### src/byte_ring_buffer_with_event_coalesce_defines.svh
// assertion macros used by the ring buffer top level
`ifndef BYTE_RING_BUFFER_WITH_EVENT_COALESCE_DEFINES_SVH
`define BYTE_RING_BUFFER_WITH_EVENT_COALESCE_DEFINES_SVH

// same-cycle implication, checked outside reset
`define BRB_ASSERT_IMP(label, ante, cons, msg) \
  label: assert property (@(posedge clk) disable iff (!rst_n) (ante) |-> (cons)) \
    else $error(msg);

// next-cycle implication, checked outside reset
`define BRB_ASSERT_NXT(label, ante, cons, msg) \
  label: assert property (@(posedge clk) disable iff (!rst_n) (ante) |=> (cons)) \
    else $error(msg);

`endif

### src/brb_pkg.sv
package brb_pkg;

  localparam int unsigned DEPTH      = 1024;
  localparam int unsigned AW         = $clog2(DEPTH);
  localparam int unsigned PW         = AW + 1;
  localparam int unsigned MAX_BYTES  = 8;
  localparam int unsigned CW         = 4;
  localparam int unsigned DW         = 64;
  localparam int unsigned IN_TDATA_W  = ((CW + DW + 7) / 8) * 8;
  localparam int unsigned OUT_TDATA_W = ((DW + PW + 7) / 8) * 8;
  localparam int unsigned CFG_IDX_W  = 2;
  localparam int unsigned CFG_DATA_W = 4;

  localparam logic [1:0] REQ_PUSH = 2'd0;
  localparam logic [1:0] REQ_POP  = 2'd1;
  localparam logic [1:0] REQ_COAL = 2'd2;

  localparam logic [CFG_IDX_W-1:0] CFG_EVENT_SIZE   = 2'd0;
  localparam logic [CFG_IDX_W-1:0] CFG_MATCH_OFFSET = 2'd1;
  localparam logic [CFG_IDX_W-1:0] CFG_MATCH_SIZE   = 2'd2;

  typedef enum logic [1:0] {
    ST_OK    = 2'd0,
    ST_FULL  = 2'd1,
    ST_EMPTY = 2'd2,
    ST_NOEVT = 2'd3
  } status_t;

  typedef struct packed {
    logic [3:0] evt_bytes;
    logic [2:0] key_start;
    logic [3:0] key_bytes;
  } cfg_t;

  typedef struct packed {
    logic          we;
    logic [AW-1:0] waddr;
    logic [7:0]    wdata;
    logic [AW-1:0] raddr;
  } mem_req_t;

  typedef struct packed {
    status_t       status;
    logic [DW-1:0] read_data;
    logic [PW-1:0] fill_level;
  } res_t;

  function automatic logic [7:0] pay_byte(input logic [DW-1:0] v, input logic [2:0] k);
    pay_byte = v[8*k +: 8];
  endfunction

endpackage

### src/brb_ctrl.sv
module brb_ctrl (
  input  logic                    clk,
  input  logic                    rst_n,
  input  logic                    in_valid,
  output logic                    in_ready,
  input  logic [1:0]              in_req,
  input  logic [brb_pkg::CW-1:0]  in_count,
  input  logic [brb_pkg::DW-1:0]  in_payload,
  input  brb_pkg::cfg_t           cfg,
  output brb_pkg::mem_req_t       mem_req,
  input  logic [7:0]              rdata,
  output logic                    res_vld,
  input  logic                    res_rdy,
  output brb_pkg::res_t           res
);
  import brb_pkg::*;

  typedef enum logic [2:0] {
    S_IDLE, S_PUSH, S_POP, S_POP_WAIT, S_SCAN, S_EVAL, S_WRITE, S_DONE
  } state_t;

  state_t        state_r, state_nxt;
  logic [PW-1:0] wp_r, wp_nxt, rp_r, rp_nxt;
  logic [DW-1:0] pay_r, pay_nxt;
  logic [DW-1:0] rd_r, rd_nxt;
  status_t       status_r, status_nxt;
  logic [CW-1:0] n_r, n_nxt, k_r, k_nxt;
  logic          cap_vld_r, cap_vld_nxt;
  logic [2:0]    cap_k_r, cap_k_nxt;
  logic [AW-1:0] base_r, base_nxt;
  logic [PW-1:0] rem_r, rem_nxt;
  logic          match_r, match_nxt;

  logic [PW-1:0] fill_w;
  logic [PW:0]   push_sum;
  logic [CW-1:0] nsat;
  logic [4:0]    win_end;
  logic          geo_bad;
  logic          byte_ok;
  logic [PW-1:0] rem_m;

  assign fill_w   = wp_r - rp_r;
  assign nsat     = (in_count > CW'(MAX_BYTES)) ? CW'(MAX_BYTES) : in_count;
  assign push_sum = {1'b0, fill_w} + (PW+1)'(nsat);
  assign win_end  = {2'b00, cfg.key_start} + {1'b0, cfg.key_bytes};
  assign geo_bad  = (cfg.evt_bytes == '0) || (cfg.evt_bytes > CW'(MAX_BYTES)) ||
                    (cfg.key_bytes == '0) || (win_end > {1'b0, cfg.evt_bytes}) ||
                    (fill_w < PW'(cfg.evt_bytes));
  assign byte_ok  = (rdata == pay_byte(pay_r, cap_k_r));
  assign rem_m    = rem_r - PW'(cfg.evt_bytes);

  assign in_ready       = (state_r == S_IDLE);
  assign res_vld        = (state_r == S_DONE);
  assign res.status     = status_r;
  assign res.read_data  = rd_r;
  assign res.fill_level = fill_w;

  always_comb begin
    state_nxt   = state_r;
    wp_nxt      = wp_r;
    rp_nxt      = rp_r;
    pay_nxt     = pay_r;
    rd_nxt      = rd_r;
    status_nxt  = status_r;
    n_nxt       = n_r;
    k_nxt       = k_r;
    cap_vld_nxt = 1'b0;
    cap_k_nxt   = cap_k_r;
    base_nxt    = base_r;
    rem_nxt     = rem_r;
    match_nxt   = match_r;
    mem_req     = '0;

    // popped byte arrives in the cycle after its read
    if (cap_vld_r && (state_r == S_POP || state_r == S_POP_WAIT)) begin
      rd_nxt[8*cap_k_r +: 8] = rdata;
    end

    unique case (state_r)
      S_IDLE: begin
        if (in_valid) begin
          pay_nxt    = in_payload;
          rd_nxt     = '0;
          k_nxt      = '0;
          n_nxt      = nsat;
          status_nxt = ST_OK;
          state_nxt  = S_DONE;
          case (in_req)
            REQ_PUSH: begin
              if (push_sum > (PW+1)'(DEPTH)) begin
                status_nxt = ST_FULL;
              end else if (nsat != '0) begin
                state_nxt = S_PUSH;
              end
            end
            REQ_POP: begin
              if (fill_w < PW'(nsat)) begin
                status_nxt = ST_EMPTY;
              end else if (nsat != '0) begin
                state_nxt = S_POP;
              end
            end
            REQ_COAL: begin
              if (geo_bad) begin
                status_nxt = ST_NOEVT;
              end else begin
                base_nxt  = rp_r[AW-1:0];
                rem_nxt   = fill_w;
                match_nxt = 1'b1;
                state_nxt = S_SCAN;
              end
            end
            default: ;
          endcase
        end
      end
      S_PUSH: begin
        mem_req.we    = 1'b1;
        mem_req.waddr = wp_r[AW-1:0];
        mem_req.wdata = pay_byte(pay_r, k_r[2:0]);
        wp_nxt        = wp_r + 1'b1;
        k_nxt         = k_r + 1'b1;
        if (k_r == n_r - 1'b1) begin
          state_nxt = S_DONE;
        end
      end
      S_POP: begin
        mem_req.raddr = rp_r[AW-1:0];
        rp_nxt        = rp_r + 1'b1;
        cap_vld_nxt   = 1'b1;
        cap_k_nxt     = k_r[2:0];
        k_nxt         = k_r + 1'b1;
        if (k_r == n_r - 1'b1) begin
          state_nxt = S_POP_WAIT;
        end
      end
      S_POP_WAIT: begin
        state_nxt = S_DONE;
      end
      S_SCAN: begin
        mem_req.raddr = base_r + AW'(cfg.key_start) + AW'(k_r);
        cap_vld_nxt   = 1'b1;
        cap_k_nxt     = 3'({1'b0, cfg.key_start} + k_r);
        k_nxt         = k_r + 1'b1;
        if (cap_vld_r && !byte_ok) begin
          match_nxt = 1'b0;
        end
        if (k_r == cfg.key_bytes - 1'b1) begin
          state_nxt = S_EVAL;
        end
      end
      S_EVAL: begin
        k_nxt = '0;
        if (match_r && byte_ok) begin
          state_nxt = S_WRITE;
        end else begin
          base_nxt = base_r + AW'(cfg.evt_bytes);
          rem_nxt  = rem_m;
          if (rem_m >= PW'(cfg.evt_bytes)) begin
            match_nxt = 1'b1;
            state_nxt = S_SCAN;
          end else begin
            status_nxt = ST_NOEVT;
            state_nxt  = S_DONE;
          end
        end
      end
      S_WRITE: begin
        mem_req.we    = 1'b1;
        mem_req.waddr = base_r + AW'(k_r);
        mem_req.wdata = pay_byte(pay_r, k_r[2:0]);
        k_nxt         = k_r + 1'b1;
        if (k_r == cfg.evt_bytes - 1'b1) begin
          state_nxt = S_DONE;
        end
      end
      S_DONE: begin
        if (res_rdy) begin
          state_nxt = S_IDLE;
        end
      end
      default: state_nxt = S_IDLE;
    endcase
  end

  always_ff @(posedge clk) begin
    if (!rst_n) begin
      state_r   <= S_IDLE;
      wp_r      <= '0;
      rp_r      <= '0;
      cap_vld_r <= 1'b0;
    end else begin
      state_r   <= state_nxt;
      wp_r      <= wp_nxt;
      rp_r      <= rp_nxt;
      cap_vld_r <= cap_vld_nxt;
    end
    pay_r    <= pay_nxt;
    rd_r     <= rd_nxt;
    status_r <= status_nxt;
    n_r      <= n_nxt;
    k_r      <= k_nxt;
    cap_k_r  <= cap_k_nxt;
    base_r   <= base_nxt;
    rem_r    <= rem_nxt;
    match_r  <= match_nxt;
  end

endmodule

### config.mk
export PLATFORM = sky130hd
export DESIGN_NAME = brb_ctrl
export DESIGN_NICKNAME = d
export VERILOG_FILES = /design/src/byte_ring_buffer_with_event_coalesce_defines.svh /design/src/brb_pkg.sv /design/src/brb_ctrl.sv
export SDC_FILE = /design/constraint.sdc
export NUM_CORES = 1
export LEC_CHECK = 0
export BUFFER_PORTS_ARGS = -buffer_cell sky130_fd_sc_hd__buf_2
export CAP_MARGIN = 0
export CORE_MARGIN = 8
export CORE_UTILIZATION = 40
export DETAILED_ROUTE_END_ITERATION = 12
export SYNTH_ARGS = -nofsm -noshare
export SYNTH_HDL_FRONTEND = slang
export SYNTH_SLANG_ARGS = --single-unit
### constraint.sdc
create_clock -name clk -period 4.3 [get_ports clk]
set_input_delay 0.645 -clock clk [delete_from_list [all_inputs] [get_ports clk]]
set_output_delay 0.645 -clock clk [all_outputs]
set_load 0.05 [all_outputs]
Yosys cells after proc, flatten, opt, wreduce, memory -nomap -nowiden. Index checks and enable logic that the tools add are counted.

Magnitude comparators: 7. $add $sub $neg: 16. Muxes and demuxes: 51. Equal/unequal tests: 25. Shifts and indexed selects: 4. Reduce and logical (&&, ||, !) cells: 26.

Operators with widths (number): $mux W64 (3); $shiftx A64 B7 Y8 (2); $bwmux W64 (1); $shift A8 B34 Y64 const A (1); $shiftx A8 B34 Y64 (1); $mux W11 (4); $mux W10 (4); $pmux W10 S2 (2); $pmux W19 S2 (1); $neg A6 Y34 (1); $add A10 B4 Y10 (3); $mux W3 (10); $pmux W3 S8 (1); $add A11 B1 Y11 const B (2); $lt A11 B4 Y1 (2); $pmux W11 S2 (1); $ne A2 B2 Y1 const B (9); $mux W2 (8); $add A11 B4 Y12 (1); $eq A3 B3 Y1 const B (4); $eq A4 B4 Y1 (3); $gt A12 B11 Y1 const B (1); $pmux W4 S3 (1); $sub A4 B1 Y4 const B (3); 38 further kinds (60).

Output and inout port bits: 108. Input port bits: 93. Logic and storage cells: 142. Register bits: 189.

Longest topological paths before layout.
Depth in word-level cells: 9. Depth in mapped cells: 14. Mapped depth without buffers: 14.

Worst setup path after synthesis. No wires, ideal clock.

Kind: reg-to-output. From: reg k_r[0]. To: out mem_req[7] (netlist name). Cell stages (with the launch flop): 14. Required time: 3.655 ns. Arrival time: 3.540 ns. Path buffers: 3. Slack: 0.115 ns. Cell sequence: edfxtp_1 clkbuf_1 buf_1 buf_2 inv_1 fa_1 inv_1 ha_1 fa_1 a21o_1 a21oi_1 nor2_1 xnor2_1 o22ai_1.

RTL lines: start, declared (line brb_ctrl.sv:27) `logic [CW-1:0] n_r, n_nxt, k_r, k_nxt;`; start signal, assigned (line brb_ctrl.sv:202) `k_r <= k_nxt;`; end, declared (line brb_ctrl.sv:10) `output brb_pkg::mem_req_t mem_req,`.

==> flow_summary.json <==
{
  "grt_max_degree": 107,
  "ir_worst_vdd_mv": 0.254,
  "status": "finished, final reports clean",
  "final.setup_skew_ns": 0.0121,
  "cts_made_buffers": 17,
  "nets": 1487,
  "fin_setup_tns_ns": 0,
  "port_buffers": 200,
  "cts_root_buffer": "clkbuf_16",
  "timing.fmax_mhz": 262,
  "arrival_ns": 3.16,
  "cts.sinks": 189,
  "antenna_found_initial": 1,
  "rr_startpoint": "wp_r[0]",
  "clk_pin_slew_ns": 0.08,
  "synth_edf_count": 99,
  "placed_area_um2": 12500,
  "drive_gt1_share_pct": 21.2,
  "power.density_nw_per_um2": 587,
  "clk_latency_ns": 0.44,
  "dieArea_um2": 33300,
  "cts_tree": "yes",
  "synthFlopType": "edfxtp_1",
  "start_util_pct": 40.3,
  "final_hold_viol_count": 0,
  "cp.required_ns": 3.65,
  "fp.dieH_um": 183,
  "finalCriticalPeriod_ns": 3.81,
  "crit_type": "reg -> out",
  "dp_hpwl_um": 23900,
  "synth_seq_cells": 189,
  "worst_hold_path.endpoint": "pay_r[41]",
  "postCtsHoldBufs": 0,
  "p_leak_uw": 0.00558,
  "finalCritPeriodShare_pct": 88.6,
  "postCtsSetupRepairBufs": 0,
  "setup_violations": 0,
  "gp_congestion": 0.855,
  "wl_per_cell_um": 18.5,
  "area_delta_synth_final_pct": 18.4,
  "hold_path_depth": 1,
  "vias": 8865,
  "holdCritStartpoint": "in_payload[41]",
  "syn_avg_cell_area_um2": 9.76,
  "fillers": 2598,
  "ys_seq_area_share_pct": 43.0,
  "grtUsageTotal_pct": 18.6,
  "timing.critical_path.fanout_max": 4,
  "clockBufferDepth": 2,
  "core_area_um2": 27600,
  "antenna_cells": 0,
  "drt_iter0_drc": 528,
  "totalWireLength_um": 31600,
  "ys_warn_count": 0,
  "synth.net_count": 1304,
  "synthArstFlopShare_pct": 0,
  "grt_pass1_vias": 8825,
  "grt_pass1_wl_um": 48700,
  "ios": 201,
  "r2r_slack_ns": 0.60,
  "overflow": 0,
  "antenna_left": 0,
  "firstDrtPassIters": 5,
  "maxCapViolCount": 0,
  "remaining_drc_errors": 0,
  "post-route-util_pct": 47.7,
  "synth_cells": 1138,
  "slew_violations": 0,
  "worst-r2r-cell-count": 14,
  "rsz0062_at_grt": "no",
  "chipWidth_um": 183,
  "yosysUniqueCellTypes": 68,
  "end_kind": "output pin",
  "rows": 61,
  "slew_headroom_pct": 34.8,
  "viasPerCell": 5.18,
  "hold_class": "in -> reg",
  "cts_resized": 0,
  "synth_area_um2": 11100,
  "fin_area_um2": 13200,
  "htreeDepth": 4,
  "critical_path.startpoint_type": "flip-flop",
  "max_slew.worst_pin.slew_ns": 0.974,
  "r2r_end": "status_r[0]"
}
[metal layers]
layer	global-route usage, %	vias up	share of wire (%)	wire [µm]
li1	-	4373	-	-
met1	25.3	4224	47	14800
met2	29.5	230	47	14700
met5	0	-	0.032	10
met3	3.60	36	4.8	1500
met4	5.38	2	1.7	544
[logic make-up after synthesis]
logic type,synth area share (%)
compound gates,12.0
flops,43.0
fa+ha+maj,8.97
buf+inv,3.46
xor+xnor,6.92
simple gates,17.3
mux,8.35
[cells in the mapped netlist (all sizes together), types with 3 or more instances]
cell / instances / area (µm²)
nor2: 144 / 541
nand2: 114 / 428
edfxtp: 99 / 2970
a21oi: 91 / 463
dfxtp: 90 / 1800
ha: 62 / 776
xnor2: 56 / 498
inv: 52 / 195
o21ai: 46 / 230
mux2i: 42 / 420
clkbuf: 37 / 139
xor2: 30 / 270
and2: 26 / 163
mux4: 22 / 495
nand3: 22 / 110
nor2b: 21 / 134
nand2b: 16 / 100
nor3: 14 / 70.1
and3: 13 / 81.3
o22ai: 13 / 81.3
a21o: 11 / 82.6
a22oi: 11 / 82.6
fa: 11 / 220
nor4: 11 / 90.1
buf: 10 / 50.0
nand4: 8 / 56.3
nor3b: 7 / 52.6
a211oi: 6 / 50.1
a21boi: 6 / 45.1
or3: 6 / 37.5
o21a: 5 / 45.0
o211ai: 4 / 30.0
o31ai: 4 / 30.0
or2: 4 / 27.5
a41oi: 3 / 26.3
[worst max-delay path, cell delays in order (launching register included)]
cell	delay, ns
edfxtp_1	0.47
fa_1	0.46
ha_1	0.24
fa_1	0.42
a21o_1	0.18
a21oi_1	0.30
nor2_1	0.10
xnor2_1	0.13
o22ai_1	0.12
buf_2	0.29
[state kept, by name, summed over array words and instances, names as in the netlist]
| signal | flops |
|---|---|
| pay_r | 64 |
| rd_r | 64 |
| rem_r | 11 |
| rp_r | 11 |
| wp_r | 11 |
| base_r | 10 |
| k_r | 4 |
| n_r | 4 |
| cap_k_r | 3 |
| state_r | 3 |
| status_r | 2 |
| cap_vld_r | 1 |
| match_r | 1 |
[worst max-delay path by stage]
stage	cells after the start	from	endpoint	slack [ns]
2_1_floorplan	13	k_r[0]	mem_req[7]	0.12
3_3_place_gp	10	cfg[5]	mem_req[7]	0.55
3_5_place_dp	10	cfg[5]	mem_req[9]	0.54
4_1_cts	9	base_r[1]	mem_req[9]	0.46
5_1_grt	14	wp_r[0]	status_r[0]	0.32
6_report	9	base_r[1]	mem_req[9]	0.49
[layout make-up]
cell class	count	area, µm²	area share [%]
clock inverter	10	126	0.961
tap	378	473	3.60
multi-input combinational	850	5950	45.2
sequential	189	4770	36.3
clock buffer	22	539	4.10
timing repair buffer	211	1100	8.33
inverter	52	195	1.48
[cells in the final DEF, fill, tap and decap left out, types with 16 or more instances in the layout]
| master | Yosys | layout |
|---|---|---|
| nor2_1 | 144 | 144 |
| edfxtp_1 | 99 | 99 |
| mux4_2 | 22 | 22 |
| nand2_1 | 114 | 114 |
| nor2b_1 | 20 | 20 |
| mux2i_1 | 42 | 42 |
| nand3_1 | 22 | 22 |
| o21ai_0 | 46 | 46 |
| buf_2 | 4 | 200 |
| dfxtp_1 | 90 | 90 |
| xor2_1 | 29 | 29 |
| and2_1 | 26 | 25 |
| ha_1 | 62 | 62 |
| xnor2_1 | 55 | 55 |
| a21oi_1 | 89 | 89 |
| nand2b_1 | 16 | 16 |
| inv_1 | 51 | 51 |
| clkbuf_16 | 0 | 21 |
[report_power, final]
part	internal, µW	leakage (µW)	switching (µW)
sequential	2230	0.00166	242
clock	981	0.000329	771
combinational	1270	0.00359	2220
[through the flow]
stage / hold WS (ns) / total power [µW] / instances / setup slack [ns]
finish: 0.372 / 7720 / 1712 / 0.490
global route: 0.350 / 8160 / 1712 / 0.322
global placement: 0.437 / 5950 / 1680 / 0.553
CTS: 0.352 / 7760 / 1712 / 0.457
floorplan: 0.490 / 5110 / 1138 / 0.115
detailed placement: 0.441 / 5990 / 1680 / 0.543
(Power assumes the default switching activity.)
